## config.mk

```make
export PLATFORM = sky130hd
export DESIGN_NAME = tar_header_stream_parser
export DESIGN_NICKNAME = d
export VERILOG_FILES = /design/src/hw/rtl/thsp_pkg.sv /design/src/hw/rtl/tar_header_stream_parser.sv /design/src/hw/rtl/thsp_parse.sv /design/src/hw/rtl/thsp_out_reg.sv
export SDC_FILE = /design/constraint.sdc
export NUM_CORES = 1
export LEC_CHECK = 0
export ABC_AREA = 0
export BUFFER_PORTS_ARGS = -buffer_cell sky130_fd_sc_hd__buf_2
export CAP_MARGIN = 15
export CORE_MARGIN = 2
export CORE_UTILIZATION = 30
export DETAILED_ROUTE_END_ITERATION = 10
export PLACE_DENSITY = 0.53
export SLEW_MARGIN = 10
export SYNTH_ARGS = -nofsm -noshare
export SYNTH_HDL_FRONTEND = slang
export SYNTH_SLANG_ARGS = --single-unit
```

## constraint.sdc

```tcl
create_clock -name clk -period 3.6 [get_ports clk]
set_input_delay 0 -clock clk [delete_from_list [all_inputs] [get_ports clk]]
set_output_delay 0 -clock clk [all_outputs]
set_load 0.005 [all_outputs]
```

## src/hw/rtl/thsp_pkg.sv

```systemverilog
// shared types and constants for the tar header stream parser
// no dependencies; used by every module of the block by scoped names
package thsp_pkg;

	// archive geometry
	localparam int BLOCK_BYTES = 512;
	localparam int OFF_W       = $clog2(BLOCK_BYTES);
	localparam int NAME_BYTES  = 100;
	localparam int SIZE_OFFSET = 124;
	localparam int SIZE_DIGITS = 11;

	// field widths
	localparam int BYTE_W = 8;
	localparam int SIZE_W = 33;
	localparam int SKIP_W = 34;
	localparam int KIND_W = 2;

	// result kinds
	localparam logic [KIND_W-1:0] KIND_NAME  = 2'd0;
	localparam logic [KIND_W-1:0] KIND_ENTRY = 2'd1;
	localparam logic [KIND_W-1:0] KIND_END   = 2'd2;

	// octal digit range: ascii 0x30 .. 0x37
	localparam logic [BYTE_W-4:0] OCT_PREFIX = 5'b00110;

	// output tdata width: fields rounded up to whole bytes
	localparam int RES_BITS  = BYTE_W + SIZE_W + 1;
	localparam int TDATA_W   = ((RES_BITS + 7) / 8) * 8;

	// one byte handed to the parser
	typedef struct packed {
		logic              valid;
		logic [BYTE_W-1:0] data;
	} step_t;

	// one result item
	typedef struct packed {
		logic [KIND_W-1:0] kind;
		logic [BYTE_W-1:0] name_char;
		logic [SIZE_W-1:0] file_size;
		logic              bad_digit;
	} result_t;

endpackage

```

## src/hw/rtl/tar_header_stream_parser.sv

```systemverilog
// top level of the tar header stream parser: input register, parser, result register
// depends on thsp_pkg, thsp_parse and thsp_out_reg
//
// Takes one archive byte per transaction and sustains one byte per clock cycle;
// a byte waits in the input register until the result slot is free or being read and is
// parsed then; its result, if any, is registered and offered on the master side. Name
// characters, one entry report per header (at the last header byte) and one end-of-archive
// report are produced; bytes of entry data and bytes after end of archive give no
// transaction. The rate is set by the single parser update per byte between the input
// register and the result register; the input stalls only while a result waits unread.
module tar_header_stream_parser (
	input  logic                          clk,
	input  logic                          arst_n,
	input  logic                          s_tvalid,
	output logic                          s_tready,
	input  logic [7:0]                    s_tdata,   // data_byte[7:0]
	output logic                          m_tvalid,
	input  logic                          m_tready,
	output logic [thsp_pkg::TDATA_W-1:0]  m_tdata,   // name_char[7:0], file_size[40:8], bad_digit[41], zero fill
	output logic [thsp_pkg::KIND_W-1:0]   m_tuser    // kind[1:0]
);

	logic                        v_s1;
	logic [thsp_pkg::BYTE_W-1:0] byte_s1;
	logic                        advance;
	thsp_pkg::step_t             step;
	logic                        res_valid;
	thsp_pkg::result_t           res;

	// the staged byte moves on whenever the result slot is free or being read
	assign advance  = !m_tvalid || m_tready;
	assign s_tready = !v_s1 || advance;

	// input register
	always_ff @(posedge clk or negedge arst_n) begin
		if (!arst_n) begin
			v_s1 <= 1'b0;
		end else if (s_tready) begin
			v_s1 <= s_tvalid;
		end
	end

	always_ff @(posedge clk) begin
		if (s_tready && s_tvalid) begin
			byte_s1 <= s_tdata;
		end
	end

	assign step.valid = v_s1 && advance;
	assign step.data  = byte_s1;

	thsp_parse u_parse (
		.clk       (clk),
		.arst_n    (arst_n),
		.step      (step),
		.res_valid (res_valid),
		.res       (res)
	);

	thsp_out_reg u_out (
		.clk       (clk),
		.arst_n    (arst_n),
		.load      (advance),
		.res_valid (step.valid && res_valid),
		.res       (res),
		.m_tvalid  (m_tvalid),
		.m_tdata   (m_tdata),
		.m_tuser   (m_tuser)
	);

endmodule

```

## src/hw/rtl/thsp_parse.sv

```systemverilog
// header parser state and per-byte update logic
// depends on thsp_pkg for widths, geometry and result kinds
module thsp_parse (
	input  logic               clk,
	input  logic               arst_n,
	input  thsp_pkg::step_t    step,
	output logic               res_valid,
	output thsp_pkg::result_t  res
);

	localparam logic [1:0] PH_HEADER = 2'd0;
	localparam logic [1:0] PH_SKIP   = 2'd1;
	localparam logic [1:0] PH_DONE   = 2'd2;

	localparam logic [thsp_pkg::OFF_W-1:0] OFF_LAST =
		thsp_pkg::OFF_W'(thsp_pkg::BLOCK_BYTES - 1);
	localparam logic [thsp_pkg::OFF_W-1:0] OFF_NAME_END =
		thsp_pkg::OFF_W'(thsp_pkg::NAME_BYTES);
	localparam logic [thsp_pkg::OFF_W-1:0] OFF_SIZE_LO =
		thsp_pkg::OFF_W'(thsp_pkg::SIZE_OFFSET);
	localparam logic [thsp_pkg::OFF_W-1:0] OFF_SIZE_HI =
		thsp_pkg::OFF_W'(thsp_pkg::SIZE_OFFSET + thsp_pkg::SIZE_DIGITS);

	logic [1:0]                    ph_q, ph_nxt;
	logic [thsp_pkg::OFF_W-1:0]    off_q, off_nxt;
	logic                          name_end_q, name_end_nxt;
	logic [thsp_pkg::SIZE_W-1:0]   acc_q, acc_nxt;
	logic                          bad_q, bad_nxt;
	logic [thsp_pkg::SKIP_W-1:0]   skip_q, skip_nxt;

	logic [thsp_pkg::BYTE_W-1:0]   b;
	logic                          is_nul;
	logic                          is_oct;
	logic [2:0]                    digit;
	logic [thsp_pkg::SKIP_W-1:0]   skip_dec;
	logic [thsp_pkg::SKIP_W-1:0]   round_sum;
	logic [thsp_pkg::SKIP_W-1:0]   rounded;

	assign b        = step.data;
	assign is_nul   = (b == '0);
	assign is_oct   = (b[thsp_pkg::BYTE_W-1:3] == thsp_pkg::OCT_PREFIX);
	assign digit    = is_oct ? b[2:0] : 3'd0;
	assign skip_dec = skip_q - thsp_pkg::SKIP_W'(1);

	// size rounded up to whole blocks; the last header byte never lies in the size field
	assign round_sum = {1'b0, acc_q} + thsp_pkg::SKIP_W'(thsp_pkg::BLOCK_BYTES - 1);
	assign rounded   = {round_sum[thsp_pkg::SKIP_W-1:thsp_pkg::OFF_W],
		thsp_pkg::OFF_W'(0)};

	// per-byte state update and result selection
	always_comb begin
		ph_nxt       = ph_q;
		off_nxt      = off_q;
		name_end_nxt = name_end_q;
		acc_nxt      = acc_q;
		bad_nxt      = bad_q;
		skip_nxt     = skip_q;
		res_valid    = 1'b0;
		res          = '0;
		if (step.valid) begin
			case (ph_q)
				PH_SKIP: begin
					skip_nxt = skip_dec;
					if (skip_dec == '0) begin
						ph_nxt       = PH_HEADER;
						off_nxt      = '0;
						name_end_nxt = 1'b0;
						acc_nxt      = '0;
						bad_nxt      = 1'b0;
					end
				end
				PH_HEADER: begin
					if (off_q == '0 && is_nul) begin
						// empty header marks end of archive
						ph_nxt    = PH_DONE;
						res_valid = 1'b1;
						res.kind  = thsp_pkg::KIND_END;
					end else begin
						// name field
						if (off_q < OFF_NAME_END && !name_end_q) begin
							if (is_nul) begin
								name_end_nxt = 1'b1;
							end else begin
								res_valid     = 1'b1;
								res.kind      = thsp_pkg::KIND_NAME;
								res.name_char = b;
							end
						end
						// octal size field, nul restarts the value
						if (off_q >= OFF_SIZE_LO && off_q < OFF_SIZE_HI) begin
							if (is_nul) begin
								acc_nxt = '0;
								bad_nxt = 1'b0;
							end else begin
								acc_nxt = {acc_q[thsp_pkg::SIZE_W-4:0], digit};
								if (!is_oct) begin
									bad_nxt = 1'b1;
								end
							end
						end
						// last header byte: report entry and arm the skip
						if (off_q == OFF_LAST) begin
							res_valid     = 1'b1;
							res.kind      = thsp_pkg::KIND_ENTRY;
							res.name_char = '0;
							res.file_size = acc_nxt;
							res.bad_digit = bad_nxt;
							skip_nxt      = rounded;
							off_nxt       = '0;
							name_end_nxt  = 1'b0;
							acc_nxt       = '0;
							bad_nxt       = 1'b0;
							ph_nxt        = (rounded != '0) ? PH_SKIP : PH_HEADER;
						end else begin
							off_nxt = off_q + thsp_pkg::OFF_W'(1);
						end
					end
				end
				default: begin
				end
			endcase
		end
	end

	// parser state registers
	always_ff @(posedge clk or negedge arst_n) begin
		if (!arst_n) begin
			ph_q       <= PH_HEADER;
			off_q      <= '0;
			name_end_q <= 1'b0;
			acc_q      <= '0;
			bad_q      <= 1'b0;
			skip_q     <= '0;
		end else begin
			ph_q       <= ph_nxt;
			off_q      <= off_nxt;
			name_end_q <= name_end_nxt;
			acc_q      <= acc_nxt;
			bad_q      <= bad_nxt;
			skip_q     <= skip_nxt;
		end
	end

	// no result while skipping data or after end of archive
	a_quiet_skip: assert property (@(posedge clk) disable iff (!arst_n)
		(step.valid && ph_q != PH_HEADER) |-> !res_valid)
		else $error("result produced outside header phase");

	// end of archive locks the parser
	a_end_locks: assert property (@(posedge clk) disable iff (!arst_n)
		(res_valid && res.kind == thsp_pkg::KIND_END) |=> (ph_q == PH_DONE))
		else $error("end of archive did not enter done phase");

	// entry report restarts the block offset
	a_entry_restart: assert property (@(posedge clk) disable iff (!arst_n)
		(res_valid && res.kind == thsp_pkg::KIND_ENTRY) |=> (off_q == '0 && acc_q == '0))
		else $error("entry report did not restart header tracking");

	// skip phase always has bytes left to skip
	a_skip_nonzero: assert property (@(posedge clk) disable iff (!arst_n)
		(ph_q == PH_SKIP) |-> (skip_q != '0))
		else $error("skip phase with empty skip count");

endmodule

```

## src/hw/rtl/thsp_out_reg.sv

```systemverilog
// result register toward the master-side stream
// depends on thsp_pkg for the result struct and tdata packing
module thsp_out_reg (
	input  logic                          clk,
	input  logic                          arst_n,
	input  logic                          load,
	input  logic                          res_valid,
	input  thsp_pkg::result_t             res,
	output logic                          m_tvalid,
	output logic [thsp_pkg::TDATA_W-1:0]  m_tdata,
	output logic [thsp_pkg::KIND_W-1:0]   m_tuser
);

	logic              valid_q;
	thsp_pkg::result_t res_q;

	// result register, refilled whenever the slot frees up
	always_ff @(posedge clk or negedge arst_n) begin
		if (!arst_n) begin
			valid_q <= 1'b0;
		end else if (load) begin
			valid_q <= res_valid;
		end
	end

	always_ff @(posedge clk) begin
		if (load && res_valid) begin
			res_q <= res;
		end
	end

	assign m_tvalid = valid_q;
	assign m_tuser  = res_q.kind;
	assign m_tdata  = {(thsp_pkg::TDATA_W - thsp_pkg::RES_BITS)'(0),
		res_q.bad_digit, res_q.file_size, res_q.name_char};

endmodule
```

== Word-level counts from Yosys, hierarchy flattened ==
Cells that the tools add are included.
Word-level totals
  output and inout bits: 52
  register bits after elaboration: 134
  word-level logic and storage cells: 100
  bits of input ports: 12
Cells by class
  bitwise gates (word level): 4
  equality and inequality tests: 9
  reductions and logical operators: 26
  order comparisons: 3
  muxes and demuxes: 41
  $add $sub $neg: 3
Operators with widths (number)
  $mux 33: 5
  $mux 34: 2
  $pmux 34 s2: 1
  $pmux 33 s2: 1
  $mux 44: 1
  $add 33x9->34 const B: 1
  $logic_not 34->1: 1
  $reduce_bool 34->1: 1
  $sub 34x1->34 const B: 1
  $mux 9: 3
  $pmux 9 s2: 1
  $mux 1: 17
  $reduce_and 4->1: 3
  $mux 10: 1
  $add 9x1->9 const B: 1
  $eq 9x9->1 const B: 1
  $ge 9x7->1 const B: 1
  $logic_not 9->1: 1
  $lt 9x7->1 const B: 1
  $lt 9x8->1 const B: 1
  $ne 3x1->1 const B: 3
  $logic_not 8->1: 1
  $mux 2: 4
  $mux 8: 1
  other kinds (18): 32

== Depth between registers and ports, before layout ==
Gate-level depths: netlist of run 1.
  word-level depth: 9
  depth in mapped cells: 13
  gate-level depth less buffers: 11

== Modules after synthesis ==
A second synthesis of run 1 with hierarchy kept.
Second synthesis, totals
  cell total of the unflattened synthesis: 770
  area, all modules: 7414.6 sq um
By module, submodules not included
  thsp_parse: sequential area each 2001.9 sq um, instances 1, cells an instance 701, area an instance 5680.4 sq um
  thsp_out_reg: sequential area each 1346.3 sq um, instances 1, cells an instance 54, area an instance 1417.6 sq um
  tar_header_stream_parser: sequential area each 265.3 sq um, instances 1, cells an instance 15, area an instance 316.6 sq um

== Worst setup path before layout of run 1 ==
OpenSTA, ideal clock, no wires.
  path type: flip-flop to flip-flop
  start point: register u_parse.skip_q[0] (netlist bit)
  end point: register u_parse.off_q[6] (netlist bit)
  arrival: 3.148 ns
  slack: 0.374 ns
  cell stages (with the launch flop): 12
  required time: 3.522 ns
  path buffers: 1
  cell sequence: dfrtp_1 inv_1 ha_1 nor4b_1 nand4_1 or3_1 xnor2_1 a2111oi_4 a22oi_2 buf_6 or4_1 a21oi_1
Between the ends
  cells in the longest elaborated chain, start to end: 4
RTL lines
  from (decl): RTL line thsp_parse.sv:29  | logic [thsp_pkg::SKIP_W-1:0] skip_q, skip_nxt;
  from (signal assigned): RTL line thsp_parse.sv:140  | skip_q <= skip_nxt;
  $sub 34x1->34: RTL line thsp_parse.sv:43  | assign skip_dec = skip_q - thsp_pkg::SKIP_W'(1);
  $logic_not 34->1: RTL line thsp_parse.sv:64  | if (skip_dec == '0) begin
  $ne 2x1->1 (no source line)
  $reduce_and 4->1 (no source line)
  to (signal assigned): RTL line thsp_parse.sv:136  | off_q <= off_nxt;
  to (decl): RTL line thsp_parse.sv:25  | logic [thsp_pkg::OFF_W-1:0] off_q, off_nxt;
Every way passes these cells.
A chain may end at the register's enable or synchronous reset.

== Worst setup path in the final report of run 1 ==
  start point: register u_parse.skip_q[0] (netlist bit)
  end point: register u_parse.off_q[5] (netlist bit)
The elaborated chain is that of the path after synthesis.

==> flow_metrics.py, run 1 <==
metrics = {
    "outcome": {
        "run_status": "complete, no violations",
    },
    "min_path": {
        "timing.hold.worst.class": "primary input to async pin",
    },
    "floorplan": {
        "core_area_sq_um": 23540,
        "die_width_um": 159.1,
        "die_y_um": 159.1,
        "fp.dieArea_sq_um": 25310,
        "initial_utilization": 0.3065,
        "placement_rows": 56,
        "ioPinCount": 64,
    },
    "route": {
        "met1Wirelength_um": 9522,
        "wl_um": 19550,
        "route.met2.wl_um": 8781,
        "detail_route.vias_per_cell": 5.198,
        "avgRoutedWirePerCell_um": 16.72,
        "detailedRoute.firstIterationViolations": 418,
        "final_antenna_net_count": 0,
        "drtPass1Iterations": 5,
        "route.met3.wl_um": 935,
        "detailroute.via_count": 6076,
        "remaining_drcs": 0,
        "top_layer_used": "met4",
    },
    "power": {
        "power_leakage_nw": 3.331,
        "cellPowerDensity_nw_per_um2": 581.1,
        "irDropWorstVdd_mv": 0.3147,
        "design_power_total_mw": 5.062,
    },
    "logic_synthesis": {
        "synth-edff-count": 52,
        "synth_top_cells_by_area": "dfrtp_1, edfxtp_1, a21oi_1, nand2_1, a22o_1",
        "fraction_of_the_yosys_area_taken_by_sequential_cells": 0.5007,
        "yosys_warnings": 0,
        "synth_cells": 770,
        "share_of_the_synthesized_area_in_the_top_cell_type": 0.2843,
        "most_area_hungry_cell_type_in_the_yosys_netlist": "dfrtp_1",
        "synth-async-reset-ratio": 0.6119,
        "synth.distinct_cells": 62,
        "syn-cell-area_sq_um": 7217,
        "synth_area_per_cell_sq_um": 9.373,
        "postSynthRegisterBits": 134,
        "synth_ff_type": "dfrtp_1",
    },
    "critical_path": {
        "crit_path_max_fanout": 20,
        "r2r_endpoint": "u_parse.off_q[5]$_DFFE_PN0P_",
        "setup.reg_to_reg.worst_slack_ns": 0.20,
        "worst_ep_arrival_time_ns": 3.75,
        "slowest_delay_ns": 0.60,
        "required_ns": 3.95,
        "crit_path_start_kind": "register",
        "register_to_register_path_depth": 9,
        "r2r-start": "u_parse.skip_q[0]$_DFFE_PN0P_",
        "crit_path_start": "u_parse.skip_q[0]$_DFFE_PN0P_",
        "cp_cell_sequence": "or4_1 > or4_4 > nor3b_2 > o21ai_1 > a2111oi_4 > a22oi_2 > buf_12 > or4_1 > a21oi_1",
        "cp_slowest_cell": "or4_1",
        "path_common_cell": "or4_1",
        "timing.setup.critical_path_class": "register to register",
        "crit_path_end_kind": "register",
    },
    "final_layout": {
        "final_layout_size_suffix_gt1_frac": 0.1812,
        "layout.filler_cells": 2408,
        "final_cell_area_sq_um": 8711,
        "layout.cells.most_common": "nand2_1",
        "area_added_between_synthesis_and_finish_pct": 20.70,
        "antenna-diode-count": 0,
        "mostFrequentLayoutCells": "nand2_1, dfrtp_1, a21oi_1",
        "post_layout_net_count": 854,
    },
    "sta": {
        "report.final.setup_viol": 0,
        "post_layout_worst_setup_margin_ns": 0.1960,
        "timing.slew.headroom": 0.3461,
        "timing.final.max_slew_violations": 0,
        "post-route-min-period_ns": 3.404,
        "fin_skew_ns": 0.01430,
        "layout_worst_path_cycle_share": 0.9456,
        "setup-tns-final_ns": 0,
        "finalHoldViolCount": 0,
        "rsz_0062_raised_after_global_routing": "no",
        "maxClockFrequency_ghz": 0.2938,
        "max_slew.worst_pin.slew_ns": 0.9794,
    },
    "global_routing": {
        "grt_pass1_vias": 5792,
        "remaining_global_route_overflow": 0,
        "grt_max_degree": 59,
        "grt_pass1_wl_um": 31720,
        "antenna_found_initial": 0,
        "grt_usage": 0.1550,
    },
    "placement": {
        "setup_slack_after_placement_ns": 0.1101,
        "dpl-instance-area_sq_um": 7905,
        "place.detailed.hpwl_um": 12730,
        "portBuffers": 57,
        "finalWeightedCongestion": 0.8218,
    },
    "clock_network": {
        "cts-root-buf": "clkbuf_16",
        "clkTransAtPathRegs_ns": 0.06,
        "numCtsBuffers": 17,
        "h-tree-depth": 4,
        "numClockSinks": 134,
        "tritoncts": "done",
        "clock_latency_ns": 0.43,
        "max-clock-path-buffers": 2,
    },
    "run": {
        "drv.max_cap_violation_count": 0,
    },
}
[synthesized netlist by cell type (14+ instances only)]
master,number
nand2_1,94
dfrtp_1,82
a21oi_1,78
nand3_1,56
edfxtp_1,52
clkbuf_1,44
o21ai_0,44
nor2_1,42
a22o_1,39
nor3_1,24
inv_1,19
nor4_1,16
xnor2_1,14
[layer usage]
layer / GRT usage / vias to the layer above
met1: 0.2200 / 2945
met4: 0.05000 / 0
met5: 0 / -
met3: 0.03412 / 25
met2: 0.2350 / 155
li1: - / 2951
[timing repair]
action / in CTS / in global routing
setup buffers: 0 / 5
endpoints found under the setup margin: 0 / 40
hold endpoints to repair: 67 / 0
hold buffers: 12 / 0
gates resized for setup: 0 / 3
[cell families (layout without fill, tap and decap cells)]
group / Yosys count / count (layout) / synth area share
compound gates: 214 / 214 / 0.1924
xor+xnor: 28 / 28 / 0.03502
fa+ha+maj: 5 / 5 / 0.008669
buf+inv: 83 / 158 / 0.04941
flops: 134 / 134 / 0.5007
mux: 2 / 2 / 0.002774
other cells: 1 / 6 / 0.0005196
simple gates: 303 / 303 / 0.2105
[worst max-delay path by stage]
stage,slack [ns],depth (start not counted),endpoint
final,0.20,9,u_parse.off_q[5]$_DFFE_PN0P_
after global routing,0.009,9,u_parse.off_q[5]$_DFFE_PN0P_
after CTS,0.08,11,u_parse.off_q[5]$_DFFE_PN0P_
after detailed placement,0.11,11,u_parse.off_q[6]$_DFFE_PN0P_
after global placement,0.20,9,u_parse.off_q[6]$_DFFE_PN0P_
after floorplan,0.37,11,u_parse.off_q[6]$_DFFE_PN0P_
[through the flow]
step,hold slack (ns),utilization,std cells
after CTS,0.2628,0.3679,1164
after detailed placement,0.1568,0.3358,1120
after global placement,0.1666,0.3358,1120
final,0.2251,0.3700,1169
after floorplan,-0.2956,-,775
after global routing,0.2705,0.3700,1169
[layout make-up]
cell class              instances  area, sq um  share of cell area
well taps                     319        399.1             0.04582
repair buffers                107        703.2             0.08072
inverters                      19        71.32            0.008187
clock buffers                  17        425.4             0.04884
clock inverters                15        211.5             0.02427
flip-flops and latches        134         3613              0.4148
multi-input cells             558         3287              0.3773
[state kept, by name (all words and copies together) (netlist names)]
| signal | flops |
|---|---|
| u_parse.ph_q | 2 |
| u_out.m_tvalid | 1 |
| u_parse.name_end_q | 1 |
| u_out.m_tdata | 42 |
| v_s1 | 1 |
| u_parse.skip_q | 34 |
| u_parse.acc_q | 33 |
| u_parse.off_q | 9 |
| u_parse.bad_q | 1 |
| u_out.m_tuser | 2 |
| byte_s1 | 8 |
[worst max-delay path: cells and delay by family, from the launching register on]
kind / cells / cell delay, ns
flip-flops: 1 / 0.45
buffers and inverters: 1 / 0.19
AO/OA/AOI/OAI: 4 / 0.86
AND/OR/NAND/NOR: 4 / 1.83
[power breakdown]
group | switching, mW | total, mW | internal [mW]
registers | 0.242 | 2.03 | 1.79
clock network | 0.775 | 1.90 | 1.13
logic | 0.667 | 1.13 | 0.460
total | 1.68 | 5.06 | 3.38
(Power assumes the default switching activity.)
==> run 2: changes to the inputs <==
--- a/config.mk
+++ b/config.mk
@@ -11,6 +11,7 @@
 export CORE_MARGIN = 2
 export CORE_UTILIZATION = 30
 export DETAILED_ROUTE_END_ITERATION = 10
+export GPL_ROUTABILITY_DRIVEN = 0
 export PLACE_DENSITY = 0.53
 export SLEW_MARGIN = 10
 export SYNTH_ARGS = -nofsm -noshare
==> constraint.sdc (replaced) <==
create_clock -name clk -period 2.7 [get_ports clk]
set_input_delay 0 -clock clk [delete_from_list [all_inputs] [get_ports clk]]
set_output_delay 0 -clock clk [all_outputs]
set_load 0.005 [all_outputs]
==> run 2 against run 1 <==
Net effect: the run now ends with negative setup slack left; clock power grew 24%; combinational power rose by 110%; clock skew down 0.0012 ns; via count increased by 8.8%; count of clock-buffer cells in the layout unchanged; utilization rose by 4.2 points.
==> flow_metrics.py, run 2 (synthesis gave the netlist of run 1 again) <==
metrics = {
    "outcome": {
        "run_status": "finished, violations left",
        "violations": "negative setup slack",
    },
    "clock_network": {
        "clkTransAtPathRegs_ns": 0.07,
        "cts-root-buf": "clkbuf_16",
        "numClockSinks": 134,
        "h-tree-depth": 4,
        "max-clock-path-buffers": 2,
        "tritoncts": "done",
        "clock_latency_ns": 0.43,
        "numCtsBuffers": 17,
    },
    "sta": {
        "layout_worst_path_cycle_share": 1.190,
        "maxClockFrequency_ghz": 0.3112,
        "timing.slew.headroom": 0.5273,
        "post-route-min-period_ns": 3.213,
        "post_layout_worst_setup_margin_ns": -0.5130,
        "max_slew.worst_pin.slew_ns": 0.7090,
        "rsz_0062_raised_after_global_routing": "yes",
        "finalHoldViolCount": 0,
        "fin_skew_ns": 0.01309,
        "report.final.setup_viol": 45,
        "timing.final.max_slew_violations": 0,
    },
    "critical_path": {
        "required_ns": 3.06,
        "crit_path_end_kind": "register",
        "crit_path_start_kind": "register",
        "crit_path_max_fanout": 8,
        "worst_ep_arrival_time_ns": 3.57,
        "timing.setup.critical_path_class": "register to register",
        "setup.reg_to_reg.worst_slack_ns": -0.51,
    },
    "route": {
        "detail_route.vias_per_cell": 5.191,
        "avgRoutedWirePerCell_um": 16.61,
        "detailroute.via_count": 6608,
        "final_antenna_net_count": 0,
        "wl_um": 21140,
        "drtPass1Iterations": 5,
        "detailedRoute.firstIterationViolations": 443,
        "remaining_drcs": 0,
    },
    "placement": {
        "portBuffers": 57,
        "place.detailed.hpwl_um": 14280,
        "setup_slack_after_placement_ns": -0.5887,
    },
    "global_routing": {
        "grt_use_met2": 0.2625,
        "globalRoute.busiestLayer": "met2",
        "groute.layer.met3.usage": 0.03230,
        "remaining_global_route_overflow": 0,
        "groute.layer.met1.usage": 0.2318,
        "grt_max_degree": 51,
        "antenna_found_initial": 0,
        "grt_usage": 0.1679,
        "grt_pass1_wl_um": 34370,
        "grt_pass1_vias": 6389,
    },
    "floorplan": {
        "ioPinCount": 64,
        "core_area_sq_um": 23540,
        "placement_rows": 56,
        "initial_utilization": 0.3065,
        "fp.dieArea_sq_um": 25310,
        "die_y_um": 159.1,
        "die_width_um": 159.1,
    },
    "final_layout": {
        "layout.cells.most_common": "buf_4",
        "antenna-diode-count": 0,
        "layout.filler_cells": 2339,
        "final_layout_size_suffix_gt1_frac": 0.2966,
        "largest_reg_flops": 42,
        "mostFrequentLayoutCells": "buf_4, nand2_1, dfrtp_1",
        "area_added_between_synthesis_and_finish_pct": 34.47,
        "post_layout_net_count": 958,
    },
    "run": {
        "drv.max_cap_violation_count": 0,
    },
    "min_path": {
        "timing.hold.worst.class": "primary input to async pin",
    },
    "power": {
        "design_power_total_mw": 7.319,
        "cellPowerDensity_nw_per_um2": 754.2,
        "irDropWorstVdd_mv": 0.4452,
        "power_leakage_nw": 3.880,
    },
}
run 2: cell count changes in the layout (fill, tap and decap cells not counted), moves of 4 or more:
cell and change:
or4_1 -4, buf_4 +94, a21oi_1 -4, or4_4 +4
clkinv_8 +4, a21oi_2 +4, buf_12 +4, buf_6 +5
o21ai_0 -5
run 2: worst paths after layout:
kind	startpoint	cells past startpoint	end
min in group clk	s_tdata[0]	2	byte_s1[0]$_DFFE_PP_
max in group asynchronous	arst_n	3	v_s1$_DFFE_PN0N_
min reg2reg	u_parse.name_end_q$_DFFE_PN0P_	1	u_parse.name_end_q$_DFFE_PN0P_
min	arst_n	2	u_parse.skip_q[0]$_DFFE_PN0P_
max	u_parse.skip_q[8]$_DFFE_PN0P_	9	u_parse.off_q[6]$_DFFE_PN0P_
max reg2reg	u_parse.skip_q[8]$_DFFE_PN0P_	9	u_parse.off_q[6]$_DFFE_PN0P_
run 2: layout make-up:
type	instances	area [sq um]	share of cell area
Sequential cell	134	3613	0.3724
Multi-Input combinational cell	558	3443	0.3548
Timing Repair Buffer	211	1573	0.1621
Clock buffer	17	425.4	0.04384
Tap cell	319	399.1	0.04113
Clock inverter	15	178.9	0.01844
Inverter	19	71.32	0.007349
run 2: routing by layer:
layer,vias up,part of all wire
met5,-,0
met4,0,0.019
met3,29,0.042
met2,164,0.46
met1,3250,0.48
li1,3165,-
run 2: stage by stage:
step                      cells  instance area [sq um]  hold slack, ns  TNS (ns)  utilization
after floorplan             775                   7301         -0.2956    -11.35            -
after global placement     1216                   8722         0.09471    -17.38       0.3705
after detailed placement   1216                   8722         0.09315    -18.09       0.3705
after CTS                  1267                   9557          0.1912    -19.39       0.4059
after global routing       1273                   9704          0.2282    -24.67       0.4122
final                      1273                   9704          0.1667    -19.48       0.4122
run 2: repair_timing:
| item | 4_1_cts | 5_1_grt |
|---|---|---|
| hold buffers | 12 | 0 |
| endpoints found under the setup margin | 46 | 49 |
| gates cloned | 1 | 0 |
| gates resized for setup | 13 | 26 |
| pin swaps | 11 | 23 |
| buffers inserted | 7 | 6 |
| endpoints found under the hold margin | 58 | 0 |
run 2: critical path: stages (launching register included):
cell and delay, ns:
dfrtp_1 0.39, or4_4 0.54, or4_4 0.55, nor3b_2 0.22
o21ai_2 0.10, a2111oi_4 0.42, a22oi_2 0.14, buf_6 0.17
or4_1 0.48, a21oi_1 0.13
run 2: power by group:
| part | total [mW] | leakage [nW] | switching [mW] | internal, mW |
|---|---|---|---|---|
| combinational | 2.40 | 2.05 | 1.26 | 1.14 |
| clock | 2.35 | 0.295 | 1.09 | 1.25 |
| sequential | 2.57 | 1.54 | 0.187 | 2.38 |
| total | 7.32 | 3.88 | 2.54 | 4.78 |
